===== src/sv/clx_pkg.sv =====
package clx_pkg;

    // Token kinds.
    localparam logic [4:0] K_INT     = 5'd0;
    localparam logic [4:0] K_FLOAT   = 5'd1;
    localparam logic [4:0] K_CHAR    = 5'd2;
    localparam logic [4:0] K_ID      = 5'd3;
    localparam logic [4:0] K_NUM     = 5'd4;
    localparam logic [4:0] K_CHARLIT = 5'd5;
    localparam logic [4:0] K_ASSIGN  = 5'd6;
    localparam logic [4:0] K_PRINT   = 5'd7;
    localparam logic [4:0] K_IF      = 5'd8;
    localparam logic [4:0] K_WHILE   = 5'd9;
    localparam logic [4:0] K_LPAREN  = 5'd10;
    localparam logic [4:0] K_RPAREN  = 5'd11;
    localparam logic [4:0] K_LBRACE  = 5'd12;
    localparam logic [4:0] K_RBRACE  = 5'd13;
    localparam logic [4:0] K_PLUS    = 5'd14;
    localparam logic [4:0] K_MINUS   = 5'd15;
    localparam logic [4:0] K_STAR    = 5'd16;
    localparam logic [4:0] K_SLASH   = 5'd17;
    localparam logic [4:0] K_SEMI    = 5'd18;
    localparam logic [4:0] K_EQ      = 5'd19;
    localparam logic [4:0] K_NE      = 5'd20;
    localparam logic [4:0] K_LT      = 5'd21;
    localparam logic [4:0] K_GT      = 5'd22;
    localparam logic [4:0] K_LE      = 5'd23;
    localparam logic [4:0] K_GE      = 5'd24;
    localparam logic [4:0] K_END     = 5'd25;

    // Character codes.
    localparam logic [7:0] CH_NUL    = 8'h00;
    localparam logic [7:0] CH_TAB    = 8'h09;
    localparam logic [7:0] CH_CR     = 8'h0D;
    localparam logic [7:0] CH_SPACE  = 8'h20;
    localparam logic [7:0] CH_BANG   = 8'h21;
    localparam logic [7:0] CH_QUOTE  = 8'h27;
    localparam logic [7:0] CH_LPAREN = 8'h28;
    localparam logic [7:0] CH_RPAREN = 8'h29;
    localparam logic [7:0] CH_STAR   = 8'h2A;
    localparam logic [7:0] CH_PLUS   = 8'h2B;
    localparam logic [7:0] CH_MINUS  = 8'h2D;
    localparam logic [7:0] CH_DOT    = 8'h2E;
    localparam logic [7:0] CH_SLASH  = 8'h2F;
    localparam logic [7:0] CH_ZERO   = 8'h30;
    localparam logic [7:0] CH_NINE   = 8'h39;
    localparam logic [7:0] CH_SEMI   = 8'h3B;
    localparam logic [7:0] CH_LT     = 8'h3C;
    localparam logic [7:0] CH_EQUAL  = 8'h3D;
    localparam logic [7:0] CH_GT     = 8'h3E;
    localparam logic [7:0] CH_UP_A   = 8'h41;
    localparam logic [7:0] CH_UP_Z   = 8'h5A;
    localparam logic [7:0] CH_LO_A   = 8'h61;
    localparam logic [7:0] CH_LO_Z   = 8'h7A;
    localparam logic [7:0] CH_LBRACE = 8'h7B;
    localparam logic [7:0] CH_RBRACE = 8'h7D;

    // Pending operator codes.
    localparam logic [1:0] OP_EQUAL = 2'd0;
    localparam logic [1:0] OP_BANG  = 2'd1;
    localparam logic [1:0] OP_LT    = 2'd2;
    localparam logic [1:0] OP_GT    = 2'd3;

    // Keyword prefixes, first character in the low byte.
    localparam logic [39:0] KW_INT   = 40'h00_00_74_6E_69;
    localparam logic [39:0] KW_FLOAT = 40'h74_61_6F_6C_66;
    localparam logic [39:0] KW_CHAR  = 40'h00_72_61_68_63;
    localparam logic [39:0] KW_PRINT = 40'h74_6E_69_72_70;
    localparam logic [39:0] KW_IF    = 40'h00_00_00_66_69;
    localparam logic [39:0] KW_WHILE = 40'h65_6C_69_68_77;

    typedef struct packed {
        logic [4:0]  kind;
        logic [11:0] start_res;
        logic [5:0]  length;
        logic        overlong;
        logic        last;
    } t_token;

    // Up to two tokens produced by one character.
    typedef struct packed {
        logic   v0;
        logic   v1;
        t_token t0;
        t_token t1;
    } t_emit;

    function automatic t_token mk_token(input logic [4:0] kind, input logic [11:0] start,
                                        input logic [5:0] len, input logic ovf,
                                        input logic last);
        t_token t;
        t.kind      = kind;
        t.start_res = start;
        t.length    = len;
        t.overlong  = ovf;
        t.last      = last;
        return t;
    endfunction

    // Kind of an operator followed by '='.
    function automatic logic [4:0] pair_kind(input logic [1:0] op);
        logic [4:0] k;
        unique case (op)
            OP_EQUAL: k = K_EQ;
            OP_BANG:  k = K_NE;
            OP_LT:    k = K_LE;
            OP_GT:    k = K_GE;
            default:  k = K_END;
        endcase
        return k;
    endfunction

    // Kind of an operator standing alone.
    function automatic logic [4:0] single_kind(input logic [1:0] op);
        logic [4:0] k;
        unique case (op)
            OP_EQUAL: k = K_ASSIGN;
            OP_BANG:  k = K_END;
            OP_LT:    k = K_LT;
            OP_GT:    k = K_GT;
            default:  k = K_END;
        endcase
        return k;
    endfunction

    function automatic logic is_digit(input logic [7:0] c);
        return (c >= CH_ZERO) && (c <= CH_NINE);
    endfunction

    function automatic logic is_alpha(input logic [7:0] c);
        return ((c >= CH_LO_A) && (c <= CH_LO_Z)) || ((c >= CH_UP_A) && (c <= CH_UP_Z));
    endfunction

    function automatic logic is_space(input logic [7:0] c);
        return (c == CH_SPACE) || ((c >= CH_TAB) && (c <= CH_CR));
    endfunction

endpackage


===== src/sv/clx_if.sv =====
// Character channel: one source character per item.
interface clx_char_if;
    logic       valid;
    logic       ready;
    logic [7:0] ch;

    modport source(output valid, output ch, input ready);
    modport sink(input valid, input ch, output ready);
endinterface

// Token channel: one token per item.
interface clx_token_if;
    logic        valid;
    logic        ready;
    logic [4:0]  kind;
    logic [11:0] start_res;
    logic [5:0]  length;
    logic        overlong;
    logic        last;

    modport source(output valid, output kind, output start_res, output length,
                   output overlong, output last, input ready);
    modport sink(input valid, input kind, input start_res, input length,
                 input overlong, input last, output ready);
endinterface


===== src/sv/clx_core.sv =====
module clx_core
    import clx_pkg::*;
#(
    parameter int TEXT_MAX   = 4096,
    parameter int LEXEME_CAP = 63
) (
    input  logic       i_clk,
    input  logic       i_rst_n,
    input  logic       i_valid,
    input  logic [7:0] i_ch,
    output t_emit      o_emit
);

    localparam int PW      = $clog2(TEXT_MAX);
    localparam int LW      = $clog2(LEXEME_CAP + 1);
    localparam int CAP_OUT = (LEXEME_CAP > 63) ? 63 : LEXEME_CAP;

    typedef enum logic [2:0] {
        M_IDLE,
        M_NUM,
        M_IDENT,
        M_QUOTE,
        M_SKIP,
        M_OP
    } t_mode;

    t_mode          r_mode,          n_mode;
    logic [1:0]     r_pending_op,    n_pending_op;
    logic           r_seen_dot,      n_seen_dot;
    logic [PW-1:0]  r_token_start,   n_token_start;
    logic [LW-1:0]  r_token_length,  n_token_length;
    logic           r_overflow,      n_overflow;
    logic [39:0]    r_prefix,        n_prefix;
    logic [PW-1:0]  r_position,      n_position;

    logic [7:0]     len8;
    logic [5:0]     sat_len;
    logic           sat_ovf;
    logic [LW-1:0]  grow_len;
    logic           grow_ovf;
    logic [39:0]    grow_prefix;
    logic [11:0]    at12;
    logic [11:0]    start12;
    logic [4:0]     id_kind;
    logic           close_v;
    t_token         close_tok;
    logic           do_idle;
    logic           idle_v;
    t_token         idle_tok;

    function automatic logic [11:0] low12(input logic [PW-1:0] x);
        logic [31:0] w;
        w = 32'(x);
        return w[11:0];
    endfunction

    assign at12    = low12(r_position);
    assign start12 = low12(r_token_start);
    assign len8    = 8'(r_token_length);

    // Length as reported, saturated at the output cap.
    always_comb begin
        if (len8 > 8'(CAP_OUT)) begin
            sat_len = 6'(CAP_OUT);
            sat_ovf = 1'b1;
        end else begin
            sat_len = len8[5:0];
            sat_ovf = r_overflow;
        end
    end

    // Extension of the current lexeme by one character.
    always_comb begin
        grow_len    = r_token_length;
        grow_ovf    = r_overflow;
        grow_prefix = r_prefix;
        if (len8 >= 8'(LEXEME_CAP)) begin
            grow_ovf = 1'b1;
        end else begin
            for (int i = 0; i < 5; i++) begin
                if (len8 == 8'(i)) begin
                    grow_prefix[8*i +: 8] = i_ch;
                end
            end
            grow_len = r_token_length + 1'b1;
        end
    end

    // Keyword lookup on the stored prefix.
    always_comb begin
        id_kind = K_ID;
        if (!r_overflow) begin
            priority if (len8 == 8'd3 && r_prefix == KW_INT) begin
                id_kind = K_INT;
            end else if (len8 == 8'd5 && r_prefix == KW_FLOAT) begin
                id_kind = K_FLOAT;
            end else if (len8 == 8'd4 && r_prefix == KW_CHAR) begin
                id_kind = K_CHAR;
            end else if (len8 == 8'd5 && r_prefix == KW_PRINT) begin
                id_kind = K_PRINT;
            end else if (len8 == 8'd2 && r_prefix == KW_IF) begin
                id_kind = K_IF;
            end else if (len8 == 8'd5 && r_prefix == KW_WHILE) begin
                id_kind = K_WHILE;
            end else begin
                id_kind = K_ID;
            end
        end
    end

    // Next state and the tokens produced by this character.
    always_comb begin
        n_mode         = r_mode;
        n_pending_op   = r_pending_op;
        n_seen_dot     = r_seen_dot;
        n_token_start  = r_token_start;
        n_token_length = r_token_length;
        n_overflow     = r_overflow;
        n_prefix       = r_prefix;
        n_position     = (r_position == PW'(TEXT_MAX - 1)) ? '0 : r_position + 1'b1;
        close_v        = 1'b0;
        close_tok      = '0;
        do_idle        = 1'b0;
        idle_v         = 1'b0;
        idle_tok       = '0;

        unique case (r_mode)
            M_NUM: begin
                if (is_digit(i_ch) || i_ch == CH_DOT) begin
                    if (i_ch == CH_DOT) begin
                        n_seen_dot = 1'b1;
                    end
                    n_token_length = grow_len;
                    n_overflow     = grow_ovf;
                    n_prefix       = grow_prefix;
                end else begin
                    close_v   = 1'b1;
                    close_tok = mk_token(r_seen_dot ? K_FLOAT : K_NUM, start12, sat_len,
                                         sat_ovf, 1'b0);
                    do_idle   = 1'b1;
                end
            end
            M_IDENT: begin
                if (is_alpha(i_ch) || is_digit(i_ch)) begin
                    n_token_length = grow_len;
                    n_overflow     = grow_ovf;
                    n_prefix       = grow_prefix;
                end else begin
                    close_v   = 1'b1;
                    close_tok = mk_token(id_kind, start12, sat_len, sat_ovf, 1'b0);
                    do_idle   = 1'b1;
                end
            end
            M_QUOTE: begin
                close_v = 1'b1;
                if (i_ch == CH_NUL) begin
                    close_tok = mk_token(K_CHARLIT, start12, 6'd0, 1'b0, 1'b0);
                    do_idle   = 1'b1;
                end else begin
                    close_tok = mk_token(K_CHARLIT, start12, 6'd1, 1'b0, 1'b0);
                    n_mode    = M_SKIP;
                end
            end
            M_SKIP: begin
                if (i_ch == CH_NUL) begin
                    do_idle = 1'b1;
                end else begin
                    n_mode = M_IDLE;
                end
            end
            M_OP: begin
                close_v = 1'b1;
                if (i_ch == CH_EQUAL) begin
                    close_tok = mk_token(pair_kind(r_pending_op), start12, 6'd2, 1'b0, 1'b0);
                    n_mode    = M_IDLE;
                end else begin
                    close_tok = mk_token(single_kind(r_pending_op), start12, 6'd1, 1'b0,
                                         1'b0);
                    do_idle   = 1'b1;
                end
            end
            M_IDLE: begin
                do_idle = 1'b1;
            end
            default: begin
                do_idle = 1'b1;
            end
        endcase

        // The character handled as the start of something new.
        if (do_idle) begin
            n_mode = M_IDLE;
            priority if (i_ch == CH_NUL) begin
                idle_v     = 1'b1;
                idle_tok   = mk_token(K_END, at12, 6'd0, 1'b0, 1'b1);
                n_position = '0;
            end else if (is_space(i_ch)) begin
                idle_v = 1'b0;
            end else if (is_digit(i_ch) || is_alpha(i_ch)) begin
                n_mode         = is_digit(i_ch) ? M_NUM : M_IDENT;
                n_token_start  = r_position;
                n_token_length = LW'(1);
                n_overflow     = 1'b0;
                n_prefix       = 40'(i_ch);
                n_seen_dot     = 1'b0;
            end else if (i_ch == CH_QUOTE) begin
                n_mode        = M_QUOTE;
                n_token_start = r_position;
            end else if (i_ch == CH_EQUAL || i_ch == CH_BANG || i_ch == CH_LT
                         || i_ch == CH_GT) begin
                n_mode        = M_OP;
                n_token_start = r_position;
                priority if (i_ch == CH_EQUAL) begin
                    n_pending_op = OP_EQUAL;
                end else if (i_ch == CH_BANG) begin
                    n_pending_op = OP_BANG;
                end else if (i_ch == CH_LT) begin
                    n_pending_op = OP_LT;
                end else begin
                    n_pending_op = OP_GT;
                end
            end else begin
                idle_v = 1'b1;
                unique case (i_ch)
                    CH_LPAREN: idle_tok = mk_token(K_LPAREN, at12, 6'd1, 1'b0, 1'b0);
                    CH_RPAREN: idle_tok = mk_token(K_RPAREN, at12, 6'd1, 1'b0, 1'b0);
                    CH_LBRACE: idle_tok = mk_token(K_LBRACE, at12, 6'd1, 1'b0, 1'b0);
                    CH_RBRACE: idle_tok = mk_token(K_RBRACE, at12, 6'd1, 1'b0, 1'b0);
                    CH_PLUS:   idle_tok = mk_token(K_PLUS,   at12, 6'd1, 1'b0, 1'b0);
                    CH_MINUS:  idle_tok = mk_token(K_MINUS,  at12, 6'd1, 1'b0, 1'b0);
                    CH_STAR:   idle_tok = mk_token(K_STAR,   at12, 6'd1, 1'b0, 1'b0);
                    CH_SLASH:  idle_tok = mk_token(K_SLASH,  at12, 6'd1, 1'b0, 1'b0);
                    CH_SEMI:   idle_tok = mk_token(K_SEMI,   at12, 6'd1, 1'b0, 1'b0);
                    default:   idle_tok = mk_token(K_END,    at12, 6'd1, 1'b0, 1'b0);
                endcase
            end
        end
    end

    // Pack the closing token first, the character's own token after it.
    always_comb begin
        o_emit.v0 = i_valid && (close_v || idle_v);
        o_emit.v1 = i_valid && close_v && idle_v;
        o_emit.t0 = close_v ? close_tok : idle_tok;
        o_emit.t1 = idle_tok;
    end

    // Lexer state.
    always_ff @(posedge i_clk) begin
        if (!i_rst_n) begin
            r_mode         <= M_IDLE;
            r_pending_op   <= OP_EQUAL;
            r_seen_dot     <= 1'b0;
            r_token_start  <= '0;
            r_token_length <= '0;
            r_overflow     <= 1'b0;
            r_prefix       <= '0;
            r_position     <= '0;
        end else if (i_valid) begin
            r_mode         <= n_mode;
            r_pending_op   <= n_pending_op;
            r_seen_dot     <= n_seen_dot;
            r_token_start  <= n_token_start;
            r_token_length <= n_token_length;
            r_overflow     <= n_overflow;
            r_prefix       <= n_prefix;
            r_position     <= n_position;
        end
    end

endmodule


===== src/sv/clx_queue.sv =====
module clx_queue
    import clx_pkg::*;
(
    input  logic   i_clk,
    input  logic   i_rst_n,
    input  t_emit  i_emit,
    input  logic   i_ready,
    output logic   o_room,
    output logic   o_valid,
    output t_token o_head
);

    t_token     r_entry [4];
    logic [1:0] r_wr_ptr;
    logic [1:0] r_rd_ptr;
    logic [2:0] r_count;
    logic       pop;
    logic [2:0] push_n;

    assign o_valid = (r_count != 3'd0);
    assign o_head  = r_entry[r_rd_ptr];
    assign o_room  = (r_count <= 3'd2);
    assign pop     = o_valid && i_ready;
    assign push_n  = {2'b00, i_emit.v0} + {2'b00, i_emit.v1};

    // Pointers and fill count.
    always_ff @(posedge i_clk) begin
        if (!i_rst_n) begin
            r_wr_ptr <= '0;
            r_rd_ptr <= '0;
            r_count  <= '0;
        end else begin
            r_wr_ptr <= r_wr_ptr + push_n[1:0];
            r_rd_ptr <= r_rd_ptr + {1'b0, pop};
            r_count  <= r_count + push_n - {2'b00, pop};
        end
    end

    // Token storage; the second token of a character goes after the first.
    always_ff @(posedge i_clk) begin
        if (i_emit.v0) begin
            r_entry[r_wr_ptr] <= i_emit.t0;
        end
        if (i_emit.v1) begin
            r_entry[r_wr_ptr + 2'd1] <= i_emit.t1;
        end
    end

endmodule


===== src/sv/c_subset_lexer_unit.sv =====
// Streaming lexer for a small C-like language. It takes one source character per cycle
// on i_char (zero ends the text) and returns tokens with kind, start offset, saturated
// length, an overlong flag and a last flag on o_token. A character passes through an
// input register and one pass of lexer logic into the token queue, and each token it
// causes is registered in that queue before it is valid on o_token.
// A character that closes a pending token and also forms one of its own yields two
// tokens; a four-entry token queue absorbs these and drains at one token per cycle
// while o_token.ready is high; input stalls only with fewer than two free entries.
module c_subset_lexer_unit
    import clx_pkg::*;
#(
    parameter int TEXT_MAX   = 4096,
    parameter int LEXEME_CAP = 63
) (
    input  logic        i_clk,
    input  logic        i_rst_n,
    clx_char_if.sink    i_char,
    clx_token_if.source o_token
);

    logic       r_in_valid;
    logic [7:0] r_ch;
    logic       room;
    logic       advance;
    t_emit      emit;
    t_token     head;

    assign advance      = r_in_valid && room;
    assign i_char.ready = !r_in_valid || advance;

    // Input register.
    always_ff @(posedge i_clk) begin
        if (!i_rst_n) begin
            r_in_valid <= 1'b0;
        end else if (i_char.ready) begin
            r_in_valid <= i_char.valid;
        end
    end

    always_ff @(posedge i_clk) begin
        if (i_char.ready && i_char.valid) begin
            r_ch <= i_char.ch;
        end
    end

    clx_core #(
        .TEXT_MAX   (TEXT_MAX),
        .LEXEME_CAP (LEXEME_CAP)
    ) u_core (
        .i_clk   (i_clk),
        .i_rst_n (i_rst_n),
        .i_valid (advance),
        .i_ch    (r_ch),
        .o_emit  (emit)
    );

    clx_queue u_queue (
        .i_clk   (i_clk),
        .i_rst_n (i_rst_n),
        .i_emit  (emit),
        .i_ready (o_token.ready),
        .o_room  (room),
        .o_valid (o_token.valid),
        .o_head  (head)
    );

    assign o_token.kind      = head.kind;
    assign o_token.start_res = head.start_res;
    assign o_token.length    = head.length;
    assign o_token.overlong  = head.overlong;
    assign o_token.last      = head.last;

endmodule

===== src/flat_wrapper.sv =====
// flat-port wrapper written by rule: the top's interface ports become plain ports
module c_subset_lexer_unit_flat import clx_pkg::*;
#(
    parameter int TEXT_MAX   = 4096,
    parameter int LEXEME_CAP = 63
)
  (i_clk, i_rst_n, i_char_valid, i_char_ch, i_char_ready, o_token_valid, o_token_kind, o_token_start_res, o_token_length, o_token_overlong, o_token_last, o_token_ready);
  clx_char_if i_char_i ();
  clx_token_if o_token_i ();
  input  logic i_clk;
  input  logic i_rst_n;
  input wire logic [$bits(i_char_i.valid)-1:0] i_char_valid;
  input wire logic [$bits(i_char_i.ch)-1:0] i_char_ch;
  output wire logic [$bits(i_char_i.ready)-1:0] i_char_ready;
  output wire logic [$bits(o_token_i.valid)-1:0] o_token_valid;
  output wire logic [$bits(o_token_i.kind)-1:0] o_token_kind;
  output wire logic [$bits(o_token_i.start_res)-1:0] o_token_start_res;
  output wire logic [$bits(o_token_i.length)-1:0] o_token_length;
  output wire logic [$bits(o_token_i.overlong)-1:0] o_token_overlong;
  output wire logic [$bits(o_token_i.last)-1:0] o_token_last;
  input wire logic [$bits(o_token_i.ready)-1:0] o_token_ready;
  assign i_char_i.valid = i_char_valid;
  assign i_char_i.ch = i_char_ch;
  assign i_char_ready = i_char_i.ready;
  assign o_token_valid = o_token_i.valid;
  assign o_token_kind = o_token_i.kind;
  assign o_token_start_res = o_token_i.start_res;
  assign o_token_length = o_token_i.length;
  assign o_token_overlong = o_token_i.overlong;
  assign o_token_last = o_token_i.last;
  assign o_token_i.ready = o_token_ready;
  c_subset_lexer_unit #(.TEXT_MAX(TEXT_MAX), .LEXEME_CAP(LEXEME_CAP)) u_core (.i_clk(i_clk), .i_rst_n(i_rst_n), .i_char(i_char_i), .o_token(o_token_i));
endmodule

===== config.mk =====
export PLATFORM = sky130hd
export DESIGN_NAME = c_subset_lexer_unit_flat
export DESIGN_NICKNAME = d
export VERILOG_FILES = /design/src/sv/clx_pkg.sv /design/src/sv/clx_if.sv /design/src/sv/clx_core.sv /design/src/sv/clx_queue.sv /design/src/sv/c_subset_lexer_unit.sv /design/src/flat_wrapper.sv
export SDC_FILE = /design/constraint.sdc
export NUM_CORES = 1
export LEC_CHECK = 0
export BUFFER_PORTS_ARGS = -buffer_cell sky130_fd_sc_hd__buf_4
export CELL_PAD_IN_SITES_DETAIL_PLACEMENT = 1
export CELL_PAD_IN_SITES_GLOBAL_PLACEMENT = 2
export CORE_ASPECT_RATIO = 0.7
export CORE_UTILIZATION = 42
export DETAILED_ROUTE_END_ITERATION = 8
export PLACE_DENSITY = 0.87
export SYNTH_ARGS = -nofsm -noshare
export SYNTH_HDL_FRONTEND = slang
export SYNTH_SLANG_ARGS = --single-unit

===== constraint.sdc =====
create_clock -name i_clk -period 4.3 [get_ports i_clk]
set_clock_uncertainty 0.1 [all_clocks]
set_input_delay 0.86 -clock i_clk [delete_from_list [all_inputs] [get_ports i_clk]]
set_output_delay 0.86 -clock i_clk [all_outputs]
set_load 0.01 [all_outputs]

==> results.md, run 1 <==
- # hold bufs at CTS: 0
- Post-DP HPWL: 21100 um
- Post-Syn Area: 0.0101 sq mm
- Vias/cell: 6.21
- Worst r2r src: u_core.r_ch[3]
- Post_cts resized: 0
- Final WL: 30500 um
- Async SR Flop Fraction: 0
- Crit path arrival time: 4290 ps
- Layout Area Growth over Synthesis: 12.2%
- Post-route setup slack: 254 ps
- Mux share of post-synthesis cell area: 0.0896
- # IOs: 39
- Final Non-Filler Cells: 1280
- Post-synth top cells: dfxtp_1, edfxtp_1, nand2_1
- Hold Crit Depth: 2
- Synth Register Bits: 193
- N_diodes: 0
- Net Count, Synth: 959
- Area of the core: 0.0236 sq mm
- Total GRT Usage: 0.255
- Slew Limit Fails: 0
- Port bufs: 38
- Simple-gate share of the synthesized area: 0.195
- Nets: 978
- Clk_lat worst skew: 450 ps
- Worst Tran Pin Value: 1020 ps
- Crit path kind: register to register
- Most frequent cell after synthesis: dfxtp_1
- CTS tree: yes
- CTS clock-pin slew for the worst setup and hold paths: 80 ps
- Crit path launch type: register
- Final hold slack: 350 ps
- Clock Path Buffers: 2
- Buffer count from post-CTS setup fixing: 0
- # DRC: 0
- VDD IR max: 0.314 mV
- Final setup violation count: 0
- Synth Area in Compound Gates: 0.176
- Largest net degree at the start of global routing: 66
- Synthesis Warnings: 0
- Critical Path End Type: register
- Drt pass-1 iters: 5
- Static leakage: 3.86 nW
- Setup TNS: 0 ps
- Full die area: 0.0246 sq mm
- Largest cells by area after synthesis: edfxtp_1, dfxtp_1, mux4_2, a32o_1, mux2i_1
- Initial antenna violation count: 0
- Area leader, netlist: edfxtp_1
- Layout cells sized above 1: 0.165
- CP required: 4540 ps
- Vias in the first global route: 7955
- EDFF count, synth: 84
- Max-Cap Viols: 0
- Die W: 187 um
- CP max FO: 11
- Hold EP: u_core.u_core.r_prefix[7]
- First DRT Iteration DRCs: 651
- Minimum clock period: 4050 ps
- F_max: 247 MHz
- R2R Setup Slk: 250 ps
- Hold wc startpoint: u_core.u_core.r_prefix[7]
- RSZ-0062 raised after global routing: no
- Pre-CTS setup slack: 318 ps
- Status: completed
- Antenna Nets Post-Route: 0
- PD cells: 435 mW/mm^2
- First-pass GRT wire length: 48100 um
- Clock root buffer: clkbuf_16
- Largest family of logic cells by synthesized area: simple AND/OR/NAND/NOR gates
- Mapped Avg Cell Area: 10.8 sq um
- H-tree depth: 4
- Clock Sink Count: 193
- Hold Violations, Final: 0
- Register area share after synthesis: 0.467
- Worst r2r dst: u_core.u_queue.r_count[2]
- Fin util: 0.480
- Via count: 7945
- Final Cycle Share: 0.941
- Die Y-Extent: 132 um
- Fraction of synthesized cell area in xor and xnor cells: 0.00782
- TritonCTS buffer count: 17
- Worst Reg-to-Reg Cells: 14
- Slew margin rel.: 0.311
- Grt ovf: 0
- Starting density of the core: 0.427
- Hold WC Path Type: register to register
- Main synth FF type: dfxtp_1
- FP Rows: 47
- Routed len/inst: 23.8 um
- Post-synth top area share: 0.250
- Fin area: 0.0113 sq mm
- Cells after synthesis: 930
- Synth Area in Adders: 0.0218
- Total power: 4.92 mW
- Placed cells: 1248
- Placement Cell Area: 0.0107 sq mm
- Synth unique cells: 83
- Final GP Congestion: 0.842
## cell usage in the layout (no fill, tap or decap), types with 16 or more instances in the layout
master and count:
a32o_1 36, clkbuf_16 17, a22o_1 22, edfxtp_1 84, nor2b_1 29, mux4_2 25, and2_1 32, nand2_1 78
buf_4 70, o22ai_1 22, and3_1 18, nor2_1 46, a21oi_1 36, nand3_1 23, o21ai_0 21, dfxtp_1 108
o2bb2ai_1 27, mux2i_1 34, inv_1 21, ha_1 16
## per-layer routing
metal | wire length (um) | vias up | global-route usage | part of all wire
met5 | 0 | - | 0 | 0
met4 | 242 | 0 | 0.0628 | 0.0079
met3 | 1990 | 19 | 0.0395 | 0.065
met1 | 14900 | 4037 | 0.387 | 0.49
li1 | - | 3618 | - | -
met2 | 13300 | 271 | 0.375 | 0.44
## power breakdown
part / internal (mW) / switching (mW)
logic: 0.449 / 0.547
clock network: 1.05 / 0.764
registers: 1.98 / 0.126
total: 3.48 / 1.44
## how the worst max path moves through the flow
stage	startpoint	to	slack, ps	depth (start not counted)
CTS	u_core.r_ch[3]	u_core.u_queue.r_count[2]	280	14
global placement	u_core.r_ch[3]	u_core.u_queue.r_count[2]	460	14
global route	u_core.r_ch[5]	u_core.u_queue.r_count[2]	40	14
detailed placement	u_core.r_ch[3]	u_core.u_queue.r_count[2]	320	14
finish	u_core.r_ch[3]	u_core.u_queue.r_count[2]	250	14
floorplan	u_core.r_ch[6]	u_core.u_queue.r_count[2]	500	17
## sequential cells by signal (all words and copies together), names as in the netlist
register,flops
u_core.u_core.r_token_length,6
u_core.u_core.r_overflow,1
u_core.u_queue.r_entry,100
u_core.u_queue.r_rd_ptr,2
u_core.u_queue.r_wr_ptr,2
u_core.u_core.r_token_start,12
u_core.u_core.r_seen_dot,1
u_core.u_core.r_mode,3
u_core.u_queue.r_count,3
u_core.r_ch,8
u_core.u_core.r_pending_op,2
u_core.u_core.at12,12
u_core.r_in_valid,1
u_core.u_core.r_prefix,40
## layout make-up
cell class | instances | area (sq um)
well taps | 318 | 398
inverters | 21 | 78.8
clock buffers | 19 | 433
fillers | 2544 | 12300
repair buffers | 70 | 526
flip-flops and latches | 193 | 4710
clock inverters | 13 | 226
multi-input cells | 646 | 4940
## logic make-up (layout without fill, tap and decap cells)
group,count (synthesis),in the layout
DFF,193,193
AOI/OAI and AO/OA,226,226
muxes,59,59
and+or+nand+nor,335,335
xor gates and xnor gates,9,9
adders and majority gates,17,17
buffers and inverters,91,123
## critical path, stage by stage (launching register included)
cell      delay (ps)
edfxtp_1         550
or4_4            600
nor4_1           400
a211o_4          210
nand4_4          150
a21oi_1          340
ha_1             200
inv_1             60
ha_1             270
inv_1             40
ha_1             200
fa_1             380
xnor2_1          200
xnor2_1           80
and2_1           150
Note: power is estimated with default switching activity, not from simulation.
==> inputs of run 2 (changes only) <==
--- a/config.mk
+++ b/config.mk
@@ -11,5 +11,7 @@
 export CORE_ASPECT_RATIO = 0.7
-export CORE_UTILIZATION = 42
+export CORE_UTILIZATION = 43
+export CTS_BUF_LIST = sky130_fd_sc_hd__clkbuf_2
 export DETAILED_ROUTE_END_ITERATION = 8
-export PLACE_DENSITY = 0.87
+export PLACE_DENSITY = 0.89
+export SKIP_LAST_GASP = 1
 export SYNTH_ARGS = -nofsm -noshare
--- a/constraint.sdc
+++ b/constraint.sdc
@@ -4,2 +4,2 @@
 set_output_delay 0.86 -clock i_clk [all_outputs]
-set_load 0.01 [all_outputs]
+set_load 0.05 [all_outputs]
==> run 2 against run 1 <==
Core utilization up 0.15 points. Clock power down 52%. Global-route usage down 0.14 points. Fmax down 0.43%. Clock-buffer cell count down 2. Cell count up 0.55%. Sequential cell count unchanged. Combinational power up 29%. Final area down 3.0%. Register-to-register slack worse by 20 ps. Critical path depth unchanged. Via count about the same. Critical path type unchanged. Highest routed layer unchanged.
==> results.md, run 2 (synthesized netlist as in run 1, its figures left out) <==
- Setup TNS: 0 ps (unchanged)
- Part of the power in registers: 0.493 (+0.064)
- Clk_lat worst skew: 860 ps (+410 ps)
- Critical Path End Type: register
- Total power: 4.26 mW (-13%)
- Layout Area Growth over Synthesis: 8.80%
- Clock Power Share: 0.205 (-0.163)
- Most used cell, CP: ha_1
- PD cells: 388 mW/mm^2 (-11%)
- # IOs: 39 (unchanged)
- Layout cells sized above 1: 0.168 (+0.00310)
- Sequential Area: 0.00471 sq mm (unchanged)
- Worst Tran Pin Value: 1080 ps (+56.6 ps)
- Final setup violation count: 0 (unchanged)
- CTS clock-pin slew for the worst setup and hold paths: 310 ps (+230 ps)
- Net Sw Power: 1.63 mW (+13%)
- Sw Ratio: 0.382 (+0.0903)
- Fin util: 0.481 (+0.00152)
- Initial antenna violation count: 1 (+1)
- Crit path arrival time: 4790 ps (+500 ps)
- Vias in the first global route: 7927 (-0.35%)
- VDD IR max: 0.263 mV (-16%)
- Top reg by flops: u_core.u_queue.r_entry
- Status: completed
- Multi-input logic area: 0.00494 sq mm (unchanged)
- Fill cell count: 2507 (-1.5%)
- Area of the core: 0.0228 sq mm (-3.3%)
- Clock Path Buffers: 2 (unchanged)
- Post-DP HPWL: 21100 um (-0.11%)
- Clock Sink Count: 193 (unchanged)
- Worst-path cell chain: or4_4, nor4_1, a211o_4, nand4_4, a21oi_1, ha_1, inv_1, ha_1, inv_1, ha_1, fa_1, xnor2_1, xnor2_1, and2_1
- Routed len/inst: 23.0 um (-3.3%)
- CTS tree: yes
- Crit path kind: register to register
- Port bufs: 38 (unchanged)
- CP required: 5030 ps (+490 ps)
- Nets: 990 (+1.2%)
- Slowest stage delay, CP: 670 ps (+70 ps)
- Via count: 7939 (-0.076%)
- Grt ovf: 0 (unchanged)
- TritonCTS buffer count: 17 (unchanged)
- Die Y-Extent: 130 um (-1.2%)
- F_max: 246 MHz (-0.43%)
- Final Cycle Share: 0.945 (+0.00411)
- Final Non-Filler Cells: 1287 (+0.55%)
- Placed cells: 1242 (-0.48%)
- Vias/cell: 6.17 (-0.62%)
- Die W: 185 um (-1.2%)
- Internal: 2.63 mW (-24%)
- Max FFs per register: 100 (unchanged)
- Largest net degree at the start of global routing: 66 (unchanged)
- Commonest non-fill, non-tap cells in the layout: dfxtp_1, edfxtp_1, nand2_1
- Hold WC Path Type: input port to register
- Final WL: 29600 um (-2.8%)
- First DRT Iteration DRCs: 763 (+17%)
- Starting density of the core: 0.442 (+0.0148)
- Crit path launch type: register
- Total GRT Usage: 0.253 (-0.00144)
- Static leakage: 3.72 nW (-3.5%)
- First-pass GRT wire length: 46000 um (-4.5%)
- Minimum clock period: 4060 ps (+17.7 ps)
- Regs by FF count: u_core.u_queue.r_entry x100, u_core.u_core.r_prefix x40
- Full die area: 0.0241 sq mm (-2.3%)
- Antenna Nets Post-Route: 0 (unchanged)
- CP max FO: 10 (-1)
- FP Rows: 46 (-2.1%)
- Slowest-stage cell, CP: edfxtp_1
- Combinational share of power: 0.301 (+0.098)
- H-tree depth: 4 (unchanged)
- Commonest non-fill, non-tap cell in the layout: dfxtp_1
- Slew margin rel.: 0.273 (-0.0382)
- Slew Limit Fails: 0 (unchanged)
- Max-Cap Viols: 0 (unchanged)
- Clock root buffer: clkbuf_2
- Hold Violations, Final: 0 (unchanged)
- # DRC: 0 (unchanged)
- Drt pass-1 iters: 5 (unchanged)
- Final GP Congestion: 0.888 (+5.4%)
-- run 2: cell count changes in the layout (fill, tap and decap cells not counted), moves of 2 or more --
cell and delta:
inv_8 +4, clkinv_2 +2, clkbuf_16 -17, clkbuf_1 -2
clkinvlp_4 +2, bufinv_16 -5, clkbuf_2 +17, dlygate4sd3_1 +8
buf_4 +4
-- run 2: final timing paths --
kind / startpoint / endpoint / slack (ps) / cells after the start
hold reg to reg: u_core.u_core.r_prefix[7] / u_core.u_core.r_prefix[7] / 360 / 2
setup reg to reg: u_core.r_ch[6] / u_core.u_queue.r_count[2] / 240 / 14
setup / recovery: u_core.r_ch[6] / u_core.u_queue.r_count[2] / 240 / 14
hold / removal: i_char_valid / u_core.r_in_valid / 130 / 3
-- run 2: layout make-up --
| class | count | share of cell area |
|---|---|---|
| Multi-Input combinational cell | 646 | 0.451 |
| Sequential cell | 193 | 0.429 |
| Timing Repair Buffer | 82 | 0.0580 |
| Tap cell | 312 | 0.0356 |
| Clock inverter | 15 | 0.0114 |
| Clock buffer | 17 | 0.00776 |
| Inverter | 21 | 0.00719 |
| Antenna cell | 1 | 0.000228 |
-- run 2: power by group through the flow --
stage	sequential, mW	combinational, mW	clock (mW)
final	2.10	1.28	0.875
after global routing	2.12	1.36	0.961
after CTS	2.11	1.28	0.903
after detailed placement	2.14	1.27	0
after global placement	2.14	1.24	0
after floorplan	2.05	0.988	0
-- run 2: stage by stage --
| stage | setup slack, ps | instance area, sq um | hold WS [ps] |
|---|---|---|---|
| after global routing | -29.6 | 11000 | 107 |
| after global placement | 390 | 10600 | 329 |
| final | 236 | 11000 | 134 |
| after detailed placement | 281 | 10600 | 333 |
| after floorplan | 501 | 10100 | 310 |
| after CTS | 243 | 10900 | 38.1 |
-- run 2: repair_timing --
action,CTS,global route
setup endpoints to repair,0,1
gates resized for setup,0,0
setup buffers,0,4
endpoints found under the hold margin,8,0
hold buffers,8,0
-- run 2: routing by layer --
| layer | global-route usage | share of wire | vias to the layer above |
|---|---|---|---|
| met5 | 0 | 0 | - |
| met4 | 0.0583 | 0.0088 | 0 |
| met3 | 0.0516 | 0.062 | 19 |
| met2 | 0.372 | 0.43 | 250 |
| met1 | 0.380 | 0.50 | 4023 |
| li1 | - | - | 3647 |
-- run 2: worst max-delay path, delay by kind of cell, from the launching register on --
kind	cells	cell delay, ps
compound gates	2	560
flops	1	670
simple gates	4	1240
xor+xnor	2	320
fa+ha+maj	4	1050
buf+inv	2	100
